`src/hdl/bpfa_pkg.sv`:
```
// ----------------------------------------------------------------------------
// Bitmap page frame allocator package
// Sizes, codes and state type shared by the allocator and its channels.
// ----------------------------------------------------------------------------
package bpfa_pkg;

	localparam int MAX_FRAMES  = 512;
	localparam int PAGE_BYTES  = 4096;
	localparam int WORD_BITS   = 64;
	localparam int ADDR_W      = 64;
	localparam int COUNT_W     = 10;
	localparam int CFG_IDX_W   = 1;
	localparam int CFG_DATA_W  = 64;
	localparam int STATUS_W    = 2;

	localparam int PAGE_SHIFT  = $clog2(PAGE_BYTES);
	localparam int PAGE_NUM_W  = ADDR_W - PAGE_SHIFT;
	localparam int MAP_WORDS   = (MAX_FRAMES + WORD_BITS - 1) / WORD_BITS;
	localparam int WORD_IDX_W  = (MAP_WORDS > 1) ? $clog2(MAP_WORDS) : 1;
	localparam int BIT_IDX_W   = $clog2(WORD_BITS);
	localparam int FRAME_IDX_W = WORD_IDX_W + BIT_IDX_W;
	localparam int ACT_W       = $clog2(MAX_FRAMES + 1);

	// Request kinds.
	localparam logic ACT_ALLOC = 1'b0;
	localparam logic ACT_FREE  = 1'b1;

	// Register indexes of the configuration port.
	localparam logic [CFG_IDX_W-1:0] REG_BASE_ADDRESS = 1'b0;
	localparam logic [CFG_IDX_W-1:0] REG_FRAME_COUNT  = 1'b1;

	typedef enum logic [STATUS_W-1:0] {
		STATUS_OK           = 2'd0,
		STATUS_NONE_FREE    = 2'd1,
		STATUS_OUT_OF_RANGE = 2'd2
	} status_t;

	typedef enum logic [2:0] {
		ST_IDLE,
		ST_ALLOC_RD,
		ST_ALLOC_CHK,
		ST_FREE_SUB,
		ST_FREE_CHK,
		ST_FREE_WR,
		ST_FINISH
	} state_t;

endpackage

```
`src/hdl/bpfa_cfg_if.sv`:
```
// ----------------------------------------------------------------------------
// Allocator configuration channel
// Register write words: register index and write data.
// ----------------------------------------------------------------------------
interface bpfa_cfg_if;
	logic                               valid;
	logic                               ready;
	logic [bpfa_pkg::CFG_IDX_W-1:0]     index;
	logic [bpfa_pkg::CFG_DATA_W-1:0]    data;

	modport source (output valid, index, data, input ready);
	modport sink   (input valid, index, data, output ready);
endinterface

```
`src/hdl/bpfa_req_if.sv`:
```
// ----------------------------------------------------------------------------
// Allocator request channel
// One word per allocate or free request.
// ----------------------------------------------------------------------------
interface bpfa_req_if;
	logic                           valid;
	logic                           ready;
	logic                           action;
	logic [bpfa_pkg::ADDR_W-1:0]    frame_address;

	modport source (output valid, action, frame_address, input ready);
	modport sink   (input valid, action, frame_address, output ready);
endinterface

```
`src/hdl/bpfa_rsp_if.sv`:
```
// ----------------------------------------------------------------------------
// Allocator response channel
// One word per request: resulting address and status.
// ----------------------------------------------------------------------------
interface bpfa_rsp_if;
	logic                           valid;
	logic                           ready;
	logic [bpfa_pkg::ADDR_W-1:0]    result_address;
	logic [bpfa_pkg::STATUS_W-1:0]  status;

	modport source (output valid, result_address, status, input ready);
	modport sink   (input valid, result_address, status, output ready);
endinterface

```
`src/hdl/bitmap_page_frame_allocator_core.sv`:
```
// ----------------------------------------------------------------------------
// Bitmap page frame allocator core
// First-fit page frame allocator over a used-bit map held in a word memory.
// ----------------------------------------------------------------------------
// Usage:
//   cfg : register writes, always ready. Index 0 is the base address, index 1
//         the frame count. Write only while no request is in flight.
//   req : one word per request; action 0 allocates, action 1 frees the frame
//         that frame_address falls in.
//   rsp : exactly one word per request, in order.
// Sequencing: one request is handled at a time. The map lives in a memory
//   of 64-bit words with a registered read, and an allocation scans it one
//   word per cycle from word 0 until it finds a free frame, reading at most
//   8 words. A free steps through subtract, range check and read, write
//   back and finish, and skips the write back when it is ignored. The next
//   request can be accepted in the cycle after the response is loaded.
// Reset: every frame is free, base address 0, frame count 512. The map rows
//   carry valid bits cleared at reset, so no clearing pass is needed.
// Stall: the response sits in an output register; the next request is taken
//   while it waits, and the core holds its finished result until the
//   output register is free.
// ----------------------------------------------------------------------------
module bitmap_page_frame_allocator_core (
	input  logic          clk,
	input  logic          arst_n,
	bpfa_cfg_if.sink      cfg,
	bpfa_req_if.sink      req,
	bpfa_rsp_if.source    rsp
);

	bpfa_pkg::state_t state_q, state_d;

	logic [bpfa_pkg::ADDR_W-1:0]       base_q;
	logic [bpfa_pkg::COUNT_W-1:0]      count_q;
	logic [bpfa_pkg::ACT_W-1:0]        act_n;

	logic                              action_q;
	logic [bpfa_pkg::ADDR_W-1:0]       addr_q;
	logic                              below_q;
	logic [bpfa_pkg::PAGE_NUM_W-1:0]   page_q;
	logic [bpfa_pkg::WORD_IDX_W-1:0]   scan_ptr_q;
	logic [bpfa_pkg::FRAME_IDX_W-1:0]  hit_idx_q;
	logic                              alloc_ok_q;
	bpfa_pkg::status_t                 status_q, status_d;
	logic                              status_ld;

	logic                              rsp_valid_q;
	logic [bpfa_pkg::ADDR_W-1:0]       rsp_addr_q;
	bpfa_pkg::status_t                 rsp_status_q;

	// Map memory and per-row valid bits.
	logic [bpfa_pkg::WORD_BITS-1:0]    map_mem [bpfa_pkg::MAP_WORDS];
	logic [bpfa_pkg::MAP_WORDS-1:0]    row_valid_q;
	logic [bpfa_pkg::WORD_BITS-1:0]    rd_data_s1;
	logic                              rd_valid_s1;
	logic [bpfa_pkg::WORD_BITS-1:0]    rd_word;

	logic                              rd_en, wr_en;
	logic [bpfa_pkg::WORD_IDX_W-1:0]   rd_addr, wr_addr;
	logic [bpfa_pkg::WORD_BITS-1:0]    wr_data;

	logic [bpfa_pkg::WORD_BITS-1:0]    scan_mask, scan_free;
	logic [bpfa_pkg::BIT_IDX_W-1:0]    scan_pos;
	logic                              scan_hit, scan_last;
	logic                              page_oor;
	logic [bpfa_pkg::WORD_IDX_W-1:0]   page_word;
	logic [bpfa_pkg::BIT_IDX_W-1:0]    page_bit;
	logic                              req_fire, out_free;

	assign req_fire  = req.valid && req.ready;
	assign out_free  = !rsp_valid_q || rsp.ready;
	assign cfg.ready = 1'b1;
	assign req.ready = (state_q == bpfa_pkg::ST_IDLE);

	assign rsp.valid          = rsp_valid_q;
	assign rsp.result_address = rsp_addr_q;
	assign rsp.status         = rsp_status_q;

	assign act_n = (32'(count_q) >= 32'(bpfa_pkg::MAX_FRAMES)) ?
		bpfa_pkg::ACT_W'(bpfa_pkg::MAX_FRAMES) : bpfa_pkg::ACT_W'(count_q);

	assign rd_word   = rd_valid_s1 ? rd_data_s1 : '0;
	assign page_oor  = 64'(page_q) >= 64'(act_n);
	assign page_word = page_q[bpfa_pkg::FRAME_IDX_W-1:bpfa_pkg::BIT_IDX_W];
	assign page_bit  = page_q[bpfa_pkg::BIT_IDX_W-1:0];
	assign scan_last = (32'(scan_ptr_q) == 32'(bpfa_pkg::MAP_WORDS - 1));

	// Frames at or beyond the active count never count as free.
	always_comb begin
		for (int b = 0; b < bpfa_pkg::WORD_BITS; b++) begin
			scan_mask[b] = (32'({scan_ptr_q, bpfa_pkg::BIT_IDX_W'(b)}) < 32'(act_n));
		end
	end

	assign scan_free = ~rd_word & scan_mask;
	assign scan_hit  = |scan_free;

	always_comb begin
		scan_pos = '0;
		for (int b = bpfa_pkg::WORD_BITS - 1; b >= 0; b--) begin
			if (scan_free[b]) begin
				scan_pos = bpfa_pkg::BIT_IDX_W'(b);
			end
		end
	end

	// Next state.
	always_comb begin
		state_d = state_q;
		case (state_q)
			bpfa_pkg::ST_IDLE: begin
				if (req_fire) begin
					state_d = (req.action == bpfa_pkg::ACT_ALLOC) ?
						bpfa_pkg::ST_ALLOC_RD : bpfa_pkg::ST_FREE_SUB;
				end
			end
			bpfa_pkg::ST_ALLOC_RD:  state_d = bpfa_pkg::ST_ALLOC_CHK;
			bpfa_pkg::ST_ALLOC_CHK: begin
				if (scan_hit || scan_last) begin
					state_d = bpfa_pkg::ST_FINISH;
				end
			end
			bpfa_pkg::ST_FREE_SUB:  state_d = bpfa_pkg::ST_FREE_CHK;
			bpfa_pkg::ST_FREE_CHK: begin
				state_d = (below_q || page_oor) ? bpfa_pkg::ST_FINISH : bpfa_pkg::ST_FREE_WR;
			end
			bpfa_pkg::ST_FREE_WR:   state_d = bpfa_pkg::ST_FINISH;
			bpfa_pkg::ST_FINISH: begin
				if (out_free) begin
					state_d = bpfa_pkg::ST_IDLE;
				end
			end
			default:                state_d = bpfa_pkg::ST_IDLE;
		endcase
	end

	// Memory controls and status.
	always_comb begin
		rd_en     = 1'b0;
		rd_addr   = '0;
		wr_en     = 1'b0;
		wr_addr   = scan_ptr_q;
		wr_data   = rd_word;
		status_ld = 1'b0;
		status_d  = bpfa_pkg::STATUS_OK;
		case (state_q)
			bpfa_pkg::ST_ALLOC_RD: begin
				rd_en = 1'b1;
			end
			bpfa_pkg::ST_ALLOC_CHK: begin
				if (scan_hit) begin
					wr_en     = 1'b1;
					wr_data   = rd_word | (bpfa_pkg::WORD_BITS'(1) << scan_pos);
					status_ld = 1'b1;
				end else if (scan_last) begin
					status_ld = 1'b1;
					status_d  = bpfa_pkg::STATUS_NONE_FREE;
				end else begin
					rd_en   = 1'b1;
					rd_addr = scan_ptr_q + 1'b1;
				end
			end
			bpfa_pkg::ST_FREE_CHK: begin
				status_ld = 1'b1;
				if (!below_q && page_oor) begin
					status_d = bpfa_pkg::STATUS_OUT_OF_RANGE;
				end
				if (!below_q && !page_oor) begin
					rd_en   = 1'b1;
					rd_addr = page_word;
				end
			end
			bpfa_pkg::ST_FREE_WR: begin
				wr_en   = 1'b1;
				wr_addr = page_word;
				wr_data = rd_word & ~(bpfa_pkg::WORD_BITS'(1) << page_bit);
			end
			default: begin
			end
		endcase
	end

	always_ff @(posedge clk or negedge arst_n) begin
		if (!arst_n) begin
			state_q     <= bpfa_pkg::ST_IDLE;
			base_q      <= '0;
			count_q     <= bpfa_pkg::COUNT_W'(512);
			row_valid_q <= '0;
			rsp_valid_q <= 1'b0;
		end else begin
			state_q <= state_d;
			if (cfg.valid && cfg.ready) begin
				case (cfg.index)
					bpfa_pkg::REG_BASE_ADDRESS: base_q  <= cfg.data;
					bpfa_pkg::REG_FRAME_COUNT:  count_q <= cfg.data[bpfa_pkg::COUNT_W-1:0];
					default: begin
					end
				endcase
			end
			if (wr_en) begin
				row_valid_q[wr_addr] <= 1'b1;
			end
			if (state_q == bpfa_pkg::ST_FINISH && out_free) begin
				rsp_valid_q <= 1'b1;
			end else if (rsp.ready) begin
				rsp_valid_q <= 1'b0;
			end
		end
	end

	// Datapath registers.
	always_ff @(posedge clk) begin
		if (req_fire) begin
			action_q   <= req.action;
			addr_q     <= req.frame_address;
			scan_ptr_q <= '0;
			alloc_ok_q <= 1'b0;
		end
		if (state_q == bpfa_pkg::ST_FREE_SUB) begin
			below_q <= addr_q < base_q;
			page_q  <= bpfa_pkg::PAGE_NUM_W'((addr_q - base_q) >> bpfa_pkg::PAGE_SHIFT);
		end
		if (state_q == bpfa_pkg::ST_ALLOC_CHK) begin
			if (scan_hit) begin
				hit_idx_q  <= bpfa_pkg::FRAME_IDX_W'({scan_ptr_q, scan_pos});
				alloc_ok_q <= 1'b1;
			end else if (!scan_last) begin
				scan_ptr_q <= scan_ptr_q + 1'b1;
			end
		end
		if (status_ld) begin
			status_q <= status_d;
		end
		if (state_q == bpfa_pkg::ST_FINISH && out_free) begin
			rsp_status_q <= status_q;
			rsp_addr_q   <= (alloc_ok_q && action_q == bpfa_pkg::ACT_ALLOC) ?
				base_q + (bpfa_pkg::ADDR_W'(hit_idx_q) << bpfa_pkg::PAGE_SHIFT) : '0;
		end
	end

	// Map memory with a registered read port.
	always_ff @(posedge clk) begin
		if (wr_en) begin
			map_mem[wr_addr] <= wr_data;
		end
		if (rd_en) begin
			rd_data_s1  <= map_mem[rd_addr];
			rd_valid_s1 <= row_valid_q[rd_addr];
		end
	end

	// An address is only returned together with a good status.
	a_addr_only_ok: assert property (@(posedge clk) disable iff (!arst_n)
		rsp.valid && rsp.status != bpfa_pkg::STATUS_OK |-> rsp.result_address == '0)
		else $error("nonzero address with failing status");

	// The map is only written by an allocate hit or a free write-back.
	a_write_states: assert property (@(posedge clk) disable iff (!arst_n)
		wr_en |-> state_q == bpfa_pkg::ST_ALLOC_CHK || state_q == bpfa_pkg::ST_FREE_WR)
		else $error("map written outside an update state");

	// An allocation sets exactly one bit that was clear.
	a_alloc_one_bit: assert property (@(posedge clk) disable iff (!arst_n)
		wr_en && state_q == bpfa_pkg::ST_ALLOC_CHK |->
			$countones(wr_data ^ rd_word) == 1 && (wr_data & ~rd_word) != '0)
		else $error("allocation changed other than one free bit");

	// An accepted request leaves idle, so no second request slips in.
	a_busy_after_accept: assert property (@(posedge clk) disable iff (!arst_n)
		req_fire |=> !req.ready)
		else $error("request accepted while a request is in flight");

	// A finished result is moved out only when the output register is free.
	a_no_overwrite: assert property (@(posedge clk) disable iff (!arst_n)
		rsp_valid_q && !rsp.ready |=> rsp_valid_q && $stable(rsp_addr_q))
		else $error("pending response overwritten");

endmodule

```
`src/flat_wrapper.sv`:
```
// flat-port wrapper written by rule: the top's interface ports become plain ports
module bitmap_page_frame_allocator_core_flat 
  (clk, arst_n, cfg_valid, cfg_index, cfg_data, cfg_ready, req_valid, req_action, req_frame_address, req_ready, rsp_valid, rsp_result_address, rsp_status, rsp_ready);
  bpfa_cfg_if cfg_i ();
  bpfa_req_if req_i ();
  bpfa_rsp_if rsp_i ();
  input  logic clk;
  input  logic arst_n;
  input wire logic [$bits(cfg_i.valid)-1:0] cfg_valid;
  input wire logic [$bits(cfg_i.index)-1:0] cfg_index;
  input wire logic [$bits(cfg_i.data)-1:0] cfg_data;
  output wire logic [$bits(cfg_i.ready)-1:0] cfg_ready;
  input wire logic [$bits(req_i.valid)-1:0] req_valid;
  input wire logic [$bits(req_i.action)-1:0] req_action;
  input wire logic [$bits(req_i.frame_address)-1:0] req_frame_address;
  output wire logic [$bits(req_i.ready)-1:0] req_ready;
  output wire logic [$bits(rsp_i.valid)-1:0] rsp_valid;
  output wire logic [$bits(rsp_i.result_address)-1:0] rsp_result_address;
  output wire logic [$bits(rsp_i.status)-1:0] rsp_status;
  input wire logic [$bits(rsp_i.ready)-1:0] rsp_ready;
  assign cfg_i.valid = cfg_valid;
  assign cfg_i.index = cfg_index;
  assign cfg_i.data = cfg_data;
  assign cfg_ready = cfg_i.ready;
  assign req_i.valid = req_valid;
  assign req_i.action = req_action;
  assign req_i.frame_address = req_frame_address;
  assign req_ready = req_i.ready;
  assign rsp_valid = rsp_i.valid;
  assign rsp_result_address = rsp_i.result_address;
  assign rsp_status = rsp_i.status;
  assign rsp_i.ready = rsp_ready;
  bitmap_page_frame_allocator_core u_core (.clk(clk), .arst_n(arst_n), .cfg(cfg_i), .req(req_i), .rsp(rsp_i));
endmodule
```
`config.mk`:
```
export PLATFORM = sky130hd
export DESIGN_NAME = bitmap_page_frame_allocator_core_flat
export DESIGN_NICKNAME = d
export VERILOG_FILES = /design/src/hdl/bpfa_pkg.sv /design/src/hdl/bpfa_cfg_if.sv /design/src/hdl/bpfa_req_if.sv /design/src/hdl/bpfa_rsp_if.sv /design/src/hdl/bitmap_page_frame_allocator_core.sv /design/src/flat_wrapper.sv
export SDC_FILE = /design/constraint.sdc
export NUM_CORES = 1
export LEC_CHECK = 0
export BUFFER_PORTS_ARGS = -buffer_cell sky130_fd_sc_hd__buf_2
export CAP_MARGIN = 0
export CORE_MARGIN = 10
export CORE_UTILIZATION = 62
export DETAILED_ROUTE_END_ITERATION = 10
export PLACE_DENSITY = 0.8
export SLEW_MARGIN = 25
export SYNTH_ARGS = -nofsm -noshare
export SYNTH_HDL_FRONTEND = slang
export SYNTH_SLANG_ARGS = --single-unit
```
`constraint.sdc`:
```
create_clock -name clk -period 9.1 [get_ports clk]
set_input_delay 1.365 -clock clk [delete_from_list [all_inputs] [get_ports clk]]
set_output_delay 1.365 -clock clk [all_outputs]
set_load 0.02 [all_outputs]
```
# Yosys cells after proc, flatten, opt, wreduce, memory -nomap -nowiden

Memory sizes are Yosys's and may differ from the RTL's. A register that Yosys moved wholly into a read port is not among the register bits.
Cells that the tools add are included.

Register bits: 286
Bits in latches: 0
Bits in writable memories: 512
Bits in read-only memories: 0
Input port bits: 135
Output and inout bits: 69
Word-level logic and storage cells: 236
Memories kept: 1

Memories:

| name           | depth | width | rd ports | clocked after Yosys merged registers in | wr ports | line                                   | text |
|---|---|---|---|---|---|---|---|
| u_core.map_mem | 8     | 64    | 1        | 1                                       | 1        | bitmap_page_frame_allocator_core.sv:52 | `logic [bpfa_pkg::WORD_BITS-1:0] map_mem [bpfa_pkg::MAP_WORDS];` |

Add/sub/neg operators: 3
Multipliers: 0
Divide/modulo/power cells: 0
Order comparisons: 70
Equality and inequality tests: 10
Shift-type cells: 2
Multiplexer cells: 107
Bitwise logic cells: 8
Reductions and logical operators: 19

Operators with widths:

| cell                 | number |
|---|---|
| $lt 9x10->1          | 64 |
| $mux 6               | 64 |
| $and 64x64->64       | 2 |
| $mux 64              | 2 |
| $not 64->64          | 2 |
| $pmux 64 s2          | 1 |
| $shl 1x6->64 const A | 2 |
| $add 64x21->64       | 1 |
| $lt 64x64->1         | 1 |
| $or 64x64->64        | 1 |
| $reduce_or 64->1     | 1 |
| $sub 64x64->64       | 1 |
| $ge 52x10->1         | 1 |
| $mux 3               | 11 |
| $pmux 3 s7           | 1 |
| $mux 1               | 16 |
| $eq 3x3->1 const B   | 4 |
| $ge 10x10->1 const B | 1 |
| $mux 10              | 1 |
| $lt 3x4->1 const B   | 2 |
| $mux 2               | 4 |
| $or 8x8->8           | 1 |
| $eq 3x2->1 const B   | 2 |
| $logic_and 1x1->1    | 6 |
| 18 further kinds     | 27 |

# Logic depth before layout (Yosys ltp)

Gate-level depths: netlist of the first run.

Depth after elaboration: 72
Depth in mapped cells: 20
Gate-level depth less buffers: 14

# Worst setup path after synthesis of the first run

OpenSTA, ideal clock, no wires.

Path type: register to register
From: register u_core.count_q[9] in the netlist's numbering
To: register u_core.rd_data_s1[0] in the netlist's numbering (read register of u_core.map_mem) (enable)
Setup time: 0.578 ns
Data arrival time: 7.232 ns
Data required time: 8.522 ns
Slack: 1.291 ns
Cell stages (with the launch flop): 15
Buffers on the path: 3
Clock period less this slack: 7.809 ns
Cell sequence: dfstp_2 buf_2 buf_2 buf_1 nor2b_1 ha_1 nand2b_1 a21o_1 a21o_1 a21oi_1 o21ai_0 a21oi_1 nand2_1 mux2_2 o21ai_0

Longest elaborated chain between the ends: 7
Elaborated cells on any way between the ends: 77
Those cells by class: order compare (66); mux (7); bitwise (1); reduce/logical (3)

Ends and longest elaborated chain:

| what                                                         | line                                                                             | text |
|---|---|---|
| start, declared                                              | bitmap_page_frame_allocator_core.sv:34                                           | `logic [bpfa_pkg::COUNT_W-1:0] count_q;` |
| start signal, assigned                                       | bitmap_page_frame_allocator_core.sv:187                                          | `count_q <= bpfa_pkg::COUNT_W'(512);` |
| start signal, assigned                                       | bitmap_page_frame_allocator_core.sv:195                                          | `bpfa_pkg::REG_FRAME_COUNT: count_q <= cfg.data[bpfa_pkg::COUNT_W-1:0];` |
| $ge 10x10->1                                                 | bitmap_page_frame_allocator_core.sv:79                                           | `assign act_n = (32'(count_q) >= 32'(bpfa_pkg::MAX_FRAMES)) ?` |
| $mux 10 *                                                    | bitmap_page_frame_allocator_core.sv:79                                           |  |
| $ge 52x10->1 / $lt 9x10->1 (equally long branches)           | bitmap_page_frame_allocator_core.sv:83, bitmap_page_frame_allocator_core.sv:91   |  |
| $logic_not 1->1 / $and 64x64->64 (equally long branches)     | bitmap_page_frame_allocator_core.sv:168, bitmap_page_frame_allocator_core.sv:95  |  |
| $logic_and 1x1->1 / $reduce_or 64->1 (equally long branches) | bitmap_page_frame_allocator_core.sv:168, bitmap_page_frame_allocator_core.sv:96  |  |
| $mux 1, on equally long branches                             | bitmap_page_frame_allocator_core.sv:168, bitmap_page_frame_allocator_core.sv:151 |  |
| $pmux 1 s3 *                                                 | bitmap_page_frame_allocator_core.sv:146                                          | `case (state_q)` |
| net u_core.rd_en                                             | bitmap_page_frame_allocator_core.sv:58                                           | `logic rd_en, wr_en;` |
| end, declared                                                | bitmap_page_frame_allocator_core.sv:54                                           | `logic [bpfa_pkg::WORD_BITS-1:0] rd_data_s1;` |

The timed path passes the listed nets; every way through them passes the cells marked *.
A chain may end at the register's enable or synchronous reset.

# Final worst setup path of the first run

From: register u_core.count_q[9] in the netlist's numbering
To: memory u_core.map_mem[3][62] in the netlist's numbering (enable)

Longest elaborated chain between the ends: 9
Elaborated cells on any way between the ends: 72
Those cells by class: order compare (65); mux (5); bitwise (1); reduce/logical (1)

Ends and longest elaborated chain:

| what                           | line                                    | text |
|---|---|---|
| $ge 10x10->1                   | bitmap_page_frame_allocator_core.sv:79  |  |
| $mux 10 *                      | bitmap_page_frame_allocator_core.sv:79  |  |
| $lt 9x10->1                    | bitmap_page_frame_allocator_core.sv:91  | `scan_mask[b] = (32'({scan_ptr_q, bpfa_pkg::BIT_IDX_W'(b)}) < 32'(act_n));` |
| $and 64x64->64 *               | bitmap_page_frame_allocator_core.sv:95  | `assign scan_free = ~rd_word & scan_mask;` |
| $reduce_or 64->1 *             | bitmap_page_frame_allocator_core.sv:96  | `assign scan_hit = \|scan_free;` |
| $mux 1 *                       | bitmap_page_frame_allocator_core.sv:151 | `if (scan_hit) begin` |
| $pmux 1 s2 *                   | bitmap_page_frame_allocator_core.sv:146 |  |
| $mux 1 *                       | bitmap_page_frame_allocator_core.sv:243 | `if (wr_en) begin` |
| $mux 1 (not written as such) * | bitmap_page_frame_allocator_core.sv:244 | `map_mem[wr_addr] <= wr_data;` |
| end, declared                  | bitmap_page_frame_allocator_core.sv:52  |  |

Every way passes the cells marked *; elsewhere a longest branch is shown, timed or not.

==> results of run 1 <==
## cell type report
class	instances	area, sq um
sequential	862	25400
fill	4141	18600
multi-input combinational	1901	13500
clock buffer	103	2240
timing repair buffer	252	1500
tap	846	1060
clock inverter	58	668
inverter	96	360
## path summary, 6_finish.rpt
check | start | cells after the start | slack [ps] | end
max in group asynchronous | arst_n | 2 | 7230 | u_core.base_q[1]
max | u_core.count_q[9] | 13 | 2550 | u_core.map_mem[3][62]
max reg2reg | u_core.count_q[9] | 13 | 2550 | u_core.map_mem[3][62]
min | u_core.status_q[0] | 0 | 410 | u_core.rsp.status[0]
min reg2reg | u_core.status_q[0] | 0 | 410 | u_core.rsp.status[0]
min in group asynchronous | arst_n | 1 | 620 | u_core.base_q[36]
## report_power, final
part / internal (mW) / total (mW) / leakage, nW / switching [mW]
combinational: 0.773 / 2.39 / 7.41 / 1.62
sequential: 4.93 / 5.14 / 8.17 / 0.213
clock: 2.09 / 3.62 / 1.41 / 1.53
## cells by family (layout without fill, tap and decap cells)
group / Yosys count / count (layout) / share of synthesized area
DFF: 862 / 862 / 0.638
and+or+nand+nor: 770 / 770 / 0.0981
AOI/OAI and AO/OA: 701 / 701 / 0.124
muxes: 266 / 266 / 0.0690
buffers and inverters: 238 / 509 / 0.0271
adders and majority gates: 89 / 89 / 0.0281
xor gates and xnor gates: 74 / 74 / 0.0163
other: 1 / 1 / 0.0000941
## placed cells by master (no fill, tap or decap), types with 82 or more instances in the layout
cell,netlist,routed
edfxtp_1,772,772
dfrtp_1,85,85
inv_1,94,93
a21oi_1,82,82
a211oi_1,91,91
nand2_1,210,210
nor2_1,165,157
clkbuf_16,0,86
o21ai_0,167,164
ha_1,88,88
buf_2,48,201
mux2i_1,196,196
## metal layers
layer | part of all wire | global-route usage | vias to the layer above
met5 | 0 | 0 | -
met4 | 0.050 | 0.143 | 0
met3 | 0.075 | 0.0504 | 342
met2 | 0.49 | 0.530 | 1486
li1 | - | - | 11935
met1 | 0.38 | 0.383 | 13564
## registers in the layout, summed over array words and instances (netlist names)
signal                     flops
u_core.addr_q                 64
u_core.base_q                 64
u_core.scan_ptr_q              3
u_core.rd_valid_s1             1
u_core.below_q                 1
u_core.action_q                1
u_core.alloc_ok_q              1
u_core.page_q                 52
u_core.rsp.result_address     64
u_core.row_valid_q             8
u_core.rsp.status              2
u_core.rd_data_s1             64
u_core.rsp.valid               1
u_core.map_mem               512
u_core.hit_idx_q               9
u_core.state_q                 3
u_core.count_q                10
u_core.status_q                2
## critical path, cell delays in order, from the launching register on
cell and delay (ps):
dfstp_2 530, clkinv_1 220, nand2_1 200, ha_1 330, o21bai_2 680, or2_0 870
a22oi_1 290, a31oi_1 280, or4b_1 210, and4bb_4 300, nor2_1 670, a22oi_1 490
nor2_4 760, buf_4 390
## through the flow
| stage | power [mW] | hold WS, ps |
|---|---|---|
| after detailed placement | 7.55 | 429 |
| after global routing | 11.5 | 438 |
| after CTS | 11.1 | 417 |
| final | 11.2 | 413 |
| after floorplan | 6.71 | 400 |
| after global placement | 7.48 | 415 |
==> metrics.md, run 1 <==
| Metric | Value |
|---|---|
| Synth cell types | `104` |
| Resized Gates After CTS | `0` |
| Port Buffer Count | `202` |
| CTS tree | `built` |
| Clk root buf | `clkbuf_16` |
| Rel. slew slack | `0.186` |
| DIE WIDTH | `274 microns` |
| Setup-failing EPs final | `0` |
| Final Util | `0.707` |
| Synth area leader | `edfxtp_1` |
| Startpoint Class | `flip-flop` |
| Drt total wl | `118 mm` |
| # H-tree levels | `3` |
| Max clock buf depth | `3` |
| #FFs+latches synth | `862` |
| Fin crit share | `0.719` |
| Synth top area share | `0.582` |
| Final instance area | `0.0447 sq mm` |
| Sink Count | `862` |
| Fin cells | `4118` |
| # diodes | `0` |
| Synth top cells by count | `edfxtp_1, nand2_1, mux2i_1` |
| Final setup margin | `2550 ps` |
| Worst Hold Class | `flip-flop to flip-flop` |
| Placed cells | `3957` |
| Peak VDD IR | `0.000210 V` |
| Hold Fails Final Rpt | `0` |
| # DRC | `0` |
| Layout cells sized above 1 | `0.159` |
| Dominant cells by area after synthesis | `edfxtp_1, dfrtp_1, mux2i_1` |
| Area growth syn-to-layout | `12.3%` |
| Post-synthesis cell count | `3001` |
| Crit-path max FO | `16` |
| Pre-CTS setup slack | `2600 ps` |
| Nets | `3423` |
| Max_cap viols | `0` |
| Layout Skew | `44.1 ps` |
| Count leader, synth | `edfxtp_1` |
| Syn avg cell area | `13.3 sq um` |
| Fin. max-slew vios | `0` |
| Status | `finished, final reports clean` |
| Async set-reset flop share out of synthesis | `0.0998` |
| Die area | `0.0748 sq mm` |
| EDFF count, synth | `772` |
| Cell area power density | `249 mW/mm^2` |
| Worst Tran Pin Value | `1220 ps` |
| I/O pin cnt | `204` |
| Clock Latency Late Sink | `660 ps` |
| # rows | `92` |
| Final min period | `6550 ps` |
| Mapped Nets | `3225` |
| CP required | `9440 ps` |
| Unrepaired setup endpoints after global routing | `no` |
| Via count | `27327` |
| Starting Density | `0.629` |
| Post-DP Area | `0.0418 sq mm` |
| Die extent in y | `274 microns` |
| Tot GR Track Use | `0.310` |
| Fmax | `153 MHz` |
| Vias in the first global route | `27697` |
| DR WL/cell | `28.6 microns` |
| Post-synthesis cell area | `0.0398 sq mm` |
| Initial antenna violation count | `0` |
| Core area | `0.0633 sq mm` |
| Post-DRT Antenna Nets | `0` |
| 1st-iter DRT viols | `3106` |
| Hold-fix buffers, CTS | `0` |
| 1st-pass router iterations | `9` |
| Via density | `6.64` |
| Top_reg_cell synth | `edfxtp_1` |
| Sequential fraction of the synthesis area | `0.638` |
| Detail Placement HPWL | `77.2 mm` |
| GP Congestion | `1.00` |
| Clk slew on worst S/H paths | `70 ps` |
| Synth warn | `0` |
| CTS Buf Count | `86` |
| Crit. End Element | `flip-flop` |
| First-pass GRT wire length | `174 mm` |
| Pin count of the biggest net entering global routing | `110` |
| Worst path arrival time | `6890 ps` |
| Crit Path Class | `flip-flop to flip-flop` |
| Setup TNS | `0 ps` |
| GRT overflow | `0` |
| Post-CTS setup buffer count | `0` |
| Lkg Pwr | `17.0 nW` |
Note: power is estimated with default switching activity, not from simulation.
==> inputs of run 2 (changes only) <==
--- a/config.mk
+++ b/config.mk
@@ -5,12 +5,13 @@
 export SDC_FILE = /design/constraint.sdc
 export NUM_CORES = 1
 export LEC_CHECK = 0
+export ABC_AREA = 1
 export BUFFER_PORTS_ARGS = -buffer_cell sky130_fd_sc_hd__buf_2
 export CAP_MARGIN = 0
 export CORE_MARGIN = 10
-export CORE_UTILIZATION = 62
+export CORE_UTILIZATION = 56
 export DETAILED_ROUTE_END_ITERATION = 10
-export PLACE_DENSITY = 0.8
+export PLACE_DENSITY = 0.76
 export SLEW_MARGIN = 25
 export SYNTH_ARGS = -nofsm -noshare
 export SYNTH_HDL_FRONTEND = slang
==> constraint.sdc (replaced) <==
create_clock -name clk -period 5.64 [get_ports clk]
set_input_delay 0.846 -clock clk [delete_from_list [all_inputs] [get_ports clk]]
set_output_delay 0.846 -clock clk [all_outputs]
set_load 0.02 [all_outputs]
==> metrics.md, run 2 <==
| Metric | Value |
|---|---|
| Max_cap viols | `0 (unchanged)` |
| Synth warn | `0 (unchanged)` |
| Post-DRT Antenna Nets | `0 (unchanged)` |
| Flop2flop setup slack | `-120 ps (-2670 ps)` |
| Pin count of the biggest net entering global routing | `84 (-24%)` |
| Worst Tran Pin Value | `1320 ps (+99.9 ps)` |
| Final min period | `5760 ps (-788 ps)` |
| Register Area | `0.0254 sq mm (unchanged)` |
| Layout cells sized above 1 | `0.216 (+0.0568)` |
| Hold Fails Final Rpt | `0 (unchanged)` |
| Final instance area | `0.0468 sq mm (+4.5%)` |
| Starting Density | `0.564 (-0.0653)` |
| Hold-fix buffers, CTS | `0 (unchanged)` |
| 1st-pass router iterations | `6 (-3)` |
| Top delay family on crit path | `simple AND/OR/NAND/NOR gates` |
| Nets | `4150 (+21%)` |
| Detail Placement HPWL | `72.6 mm (-5.9%)` |
| CP bufs+invs | `3 (+1)` |
| Status | `finished, violations left` |
| #FFs+latches synth | `862 (unchanged)` |
| # rows | `97 (+5.4%)` |
| Complex-gate fraction of the synthesized area | `0.107 (-0.0162)` |
| Rel. slew slack | `0.108 (-0.0778)` |
| Die extent in y | `285 microns (+4.3%)` |
| Most frequent CP cell | `nand2_1` |
| Worst Hold Class | `input port to async pin` |
| Via count | `29104 (+6.5%)` |
| Area growth syn-to-layout | `18.6%` |
| 1st-iter DRT viols | `3231 (+4.0%)` |
| Post-synthesis cell area | `0.0394 sq mm (-1.0%)` |
| Post-DP Area | `0.0431 sq mm (+3.1%)` |
| Setup-failing EPs final | `362 (+362)` |
| Most common cell after layout, fill and taps aside | `edfxtp_1` |
| Via density | `5.89 (-11%)` |
| Synth cell types | `60 (-42%)` |
| Xor-xnor portion of the synthesized cell area | `0.0118 (-0.00449)` |
| Worst path arrival time | `6240 ps (-650 ps)` |
| Simple logic cell fraction of the synthesized area | `0.164 (+0.0658)` |
| Synth area leader | `edfxtp_1` |
| Fin. max-slew vios | `0 (unchanged)` |
| Initial antenna violation count | `5 (+5)` |
| DR WL/cell | `22.4 microns (-22%)` |
| Crit-path max FO | `8 (-8)` |
| CP required | `6120 ps (-3320 ps)` |
| Synth top cells by count | `edfxtp_1, nor2_1, nand2_1` |
| Cell area power density | `395 mW/mm^2 (+58%)` |
| EDFF count, synth | `772 (unchanged)` |
| Core area | `0.0699 sq mm (+10%)` |
| Sink Count | `862 (unchanged)` |
| Clk root buf | `clkbuf_16` |
| Clock Latency Late Sink | `650 ps (about the same)` |
| Crit-path max cell delay | `560 ps (-310 ps)` |
| Layout Skew | `27.7 ps (-16.4 ps)` |
| Crit. End Element | `flip-flop` |
| Fmax | `174 MHz (+14%)` |
| Largest Register | `u_core.map_mem` |
| DIE WIDTH | `285 microns (+4.3%)` |
| Peak VDD IR | `0.000271 V (+29%)` |
| Setup TNS | `-15400 ps (-15400 ps)` |
| Sequential fraction of the synthesis area | `0.645 (+0.00672)` |
| Pre-CTS setup slack | `-62.5 ps (-2660 ps)` |
| Vias in the first global route | `27991 (+1.1%)` |
| # DRC | `0 (unchanged)` |
| Largest family of logic cells by synthesized area | `simple AND/OR/NAND/NOR gates` |
| Final setup margin | `-118 ps (-2670 ps)` |
| GRT overflow | `0 (unchanged)` |
| Failing checks | `setup timing` |
| Lkg Pwr | `18.2 nW (+6.9%)` |
| Max reg flops | `512 (unchanged)` |
| Final Hold Slack | `145 ps (-268 ps)` |
| Tot GR Track Use | `0.263 (-0.0473)` |
| First-pass GRT wire length | `165 mm (-5.5%)` |
| Dominant cells by area after synthesis | `edfxtp_1, nor2_1, dfrtp_1` |
| # H-tree levels | `3 (unchanged)` |
| Clk slew on worst S/H paths | `60 ps (about the same)` |
| Synth top area share | `0.588 (+0.00613)` |
| Drt total wl | `111 mm (-6.0%)` |
| Crit Path Class | `flip-flop to flip-flop` |
| Unrepaired setup endpoints after global routing | `yes` |
| CTS tree | `built` |
| Post-synthesis mux area share | `0 (-0.0690)` |
| Fin crit share | `1.02 (+0.302)` |
| Syn avg cell area | `11.0 sq um (-17%)` |
| Post-synthesis cell count | `3577 (+19%)` |
| Slowest cell on the critical path | `dfstp_2` |
| # fillers | `5054 (+22%)` |
| GP Congestion | `1.02 (+1.7%)` |
| Count leader, synth | `edfxtp_1` |
| Port Buffer Count | `202 (unchanged)` |
| CTS Buf Count | `88 (+2.3%)` |
| Mapped Nets | `3801 (+18%)` |
| Startpoint Class | `flip-flop` |
| WP depth | `75 (+62)` |
| I/O pin cnt | `204 (unchanged)` |
| Die area | `0.0814 sq mm (+8.8%)` |
| Top_reg_cell synth | `edfxtp_1` |
| Async set-reset flop share out of synthesis | `0.0998 (unchanged)` |
| R2R cell count | `75 (+62)` |
| Most frequent cells in the layout | `edfxtp_1, nor2_1, nand2_1` |
| Max clock buf depth | `3 (unchanged)` |
| Multi-input gate area | `0.0132 sq mm (-2.3%)` |
| Final Util | `0.669 (-0.0377)` |
| Adder-Cell Fraction of Synth Area | `0.0284 (+0.000296)` |
run 2: layout make-up:
class                      count  share of cell area
antenna                        4            0.000214
clock inverter                43             0.00979
tap                          940              0.0251
clock buffer                 116              0.0513
multi-input combinational   2269               0.282
inverter                     293              0.0238
timing repair buffer         412              0.0643
sequential                   862               0.543
run 2: worst paths after layout:
path / to / start
max in group asynchronous: u_core.rsp.valid / arst_n
min: u_core.base_q[45] / arst_n
min in group clk: u_core.addr_q[24] / req_frame_address[24]
max reg2reg: u_core.map_mem[6][29] / u_core.count_q[9]
max: u_core.map_mem[6][29] / u_core.count_q[9]
min reg2reg: u_core.rsp.status[1] / u_core.status_q[1]
run 2: stage by stage:
stage          instances  power (mW)
5_1_grt             4939        19.2
3_5_place_dp        4770        12.6
2_1_floorplan       3577        11.1
6_report            4939        18.5
3_3_place_gp        4770        12.5
4_1_cts             4929        18.3
run 2: per-layer routing:
metal  up-vias  routed length, microns  GRT usage
met1     14042                   43500      0.345
li1      13356                       -          -
met4         0                    4450      0.108
met5         -                       0          0
met3       246                   10500     0.0477
met2      1460                   52200      0.428
run 2: timing repair:
action                     in CTS  in global routing
resized for setup              20                140
setup buffers                   0                  6
setup endpoints to repair     415                530
pin swaps                       1                 14
cloned                          0                  0
run 2: power breakdown:
group / internal, mW / switching [mW]
Clock: 3.41 / 2.37
Combinational: 1.44 / 2.83
Sequential: 8.14 / 0.275
run 2: cell families (layout without fill, tap and decap cells):
logic type,after synthesis,after routing
XOR/XNOR,53,53
flip-flops,862,862
AND/OR/NAND/NOR,1452,1452
other,1,5
AO/OA/AOI/OAI,674,674
adder cells (fa/ha/maj),89,89
buffers and inverters,446,864
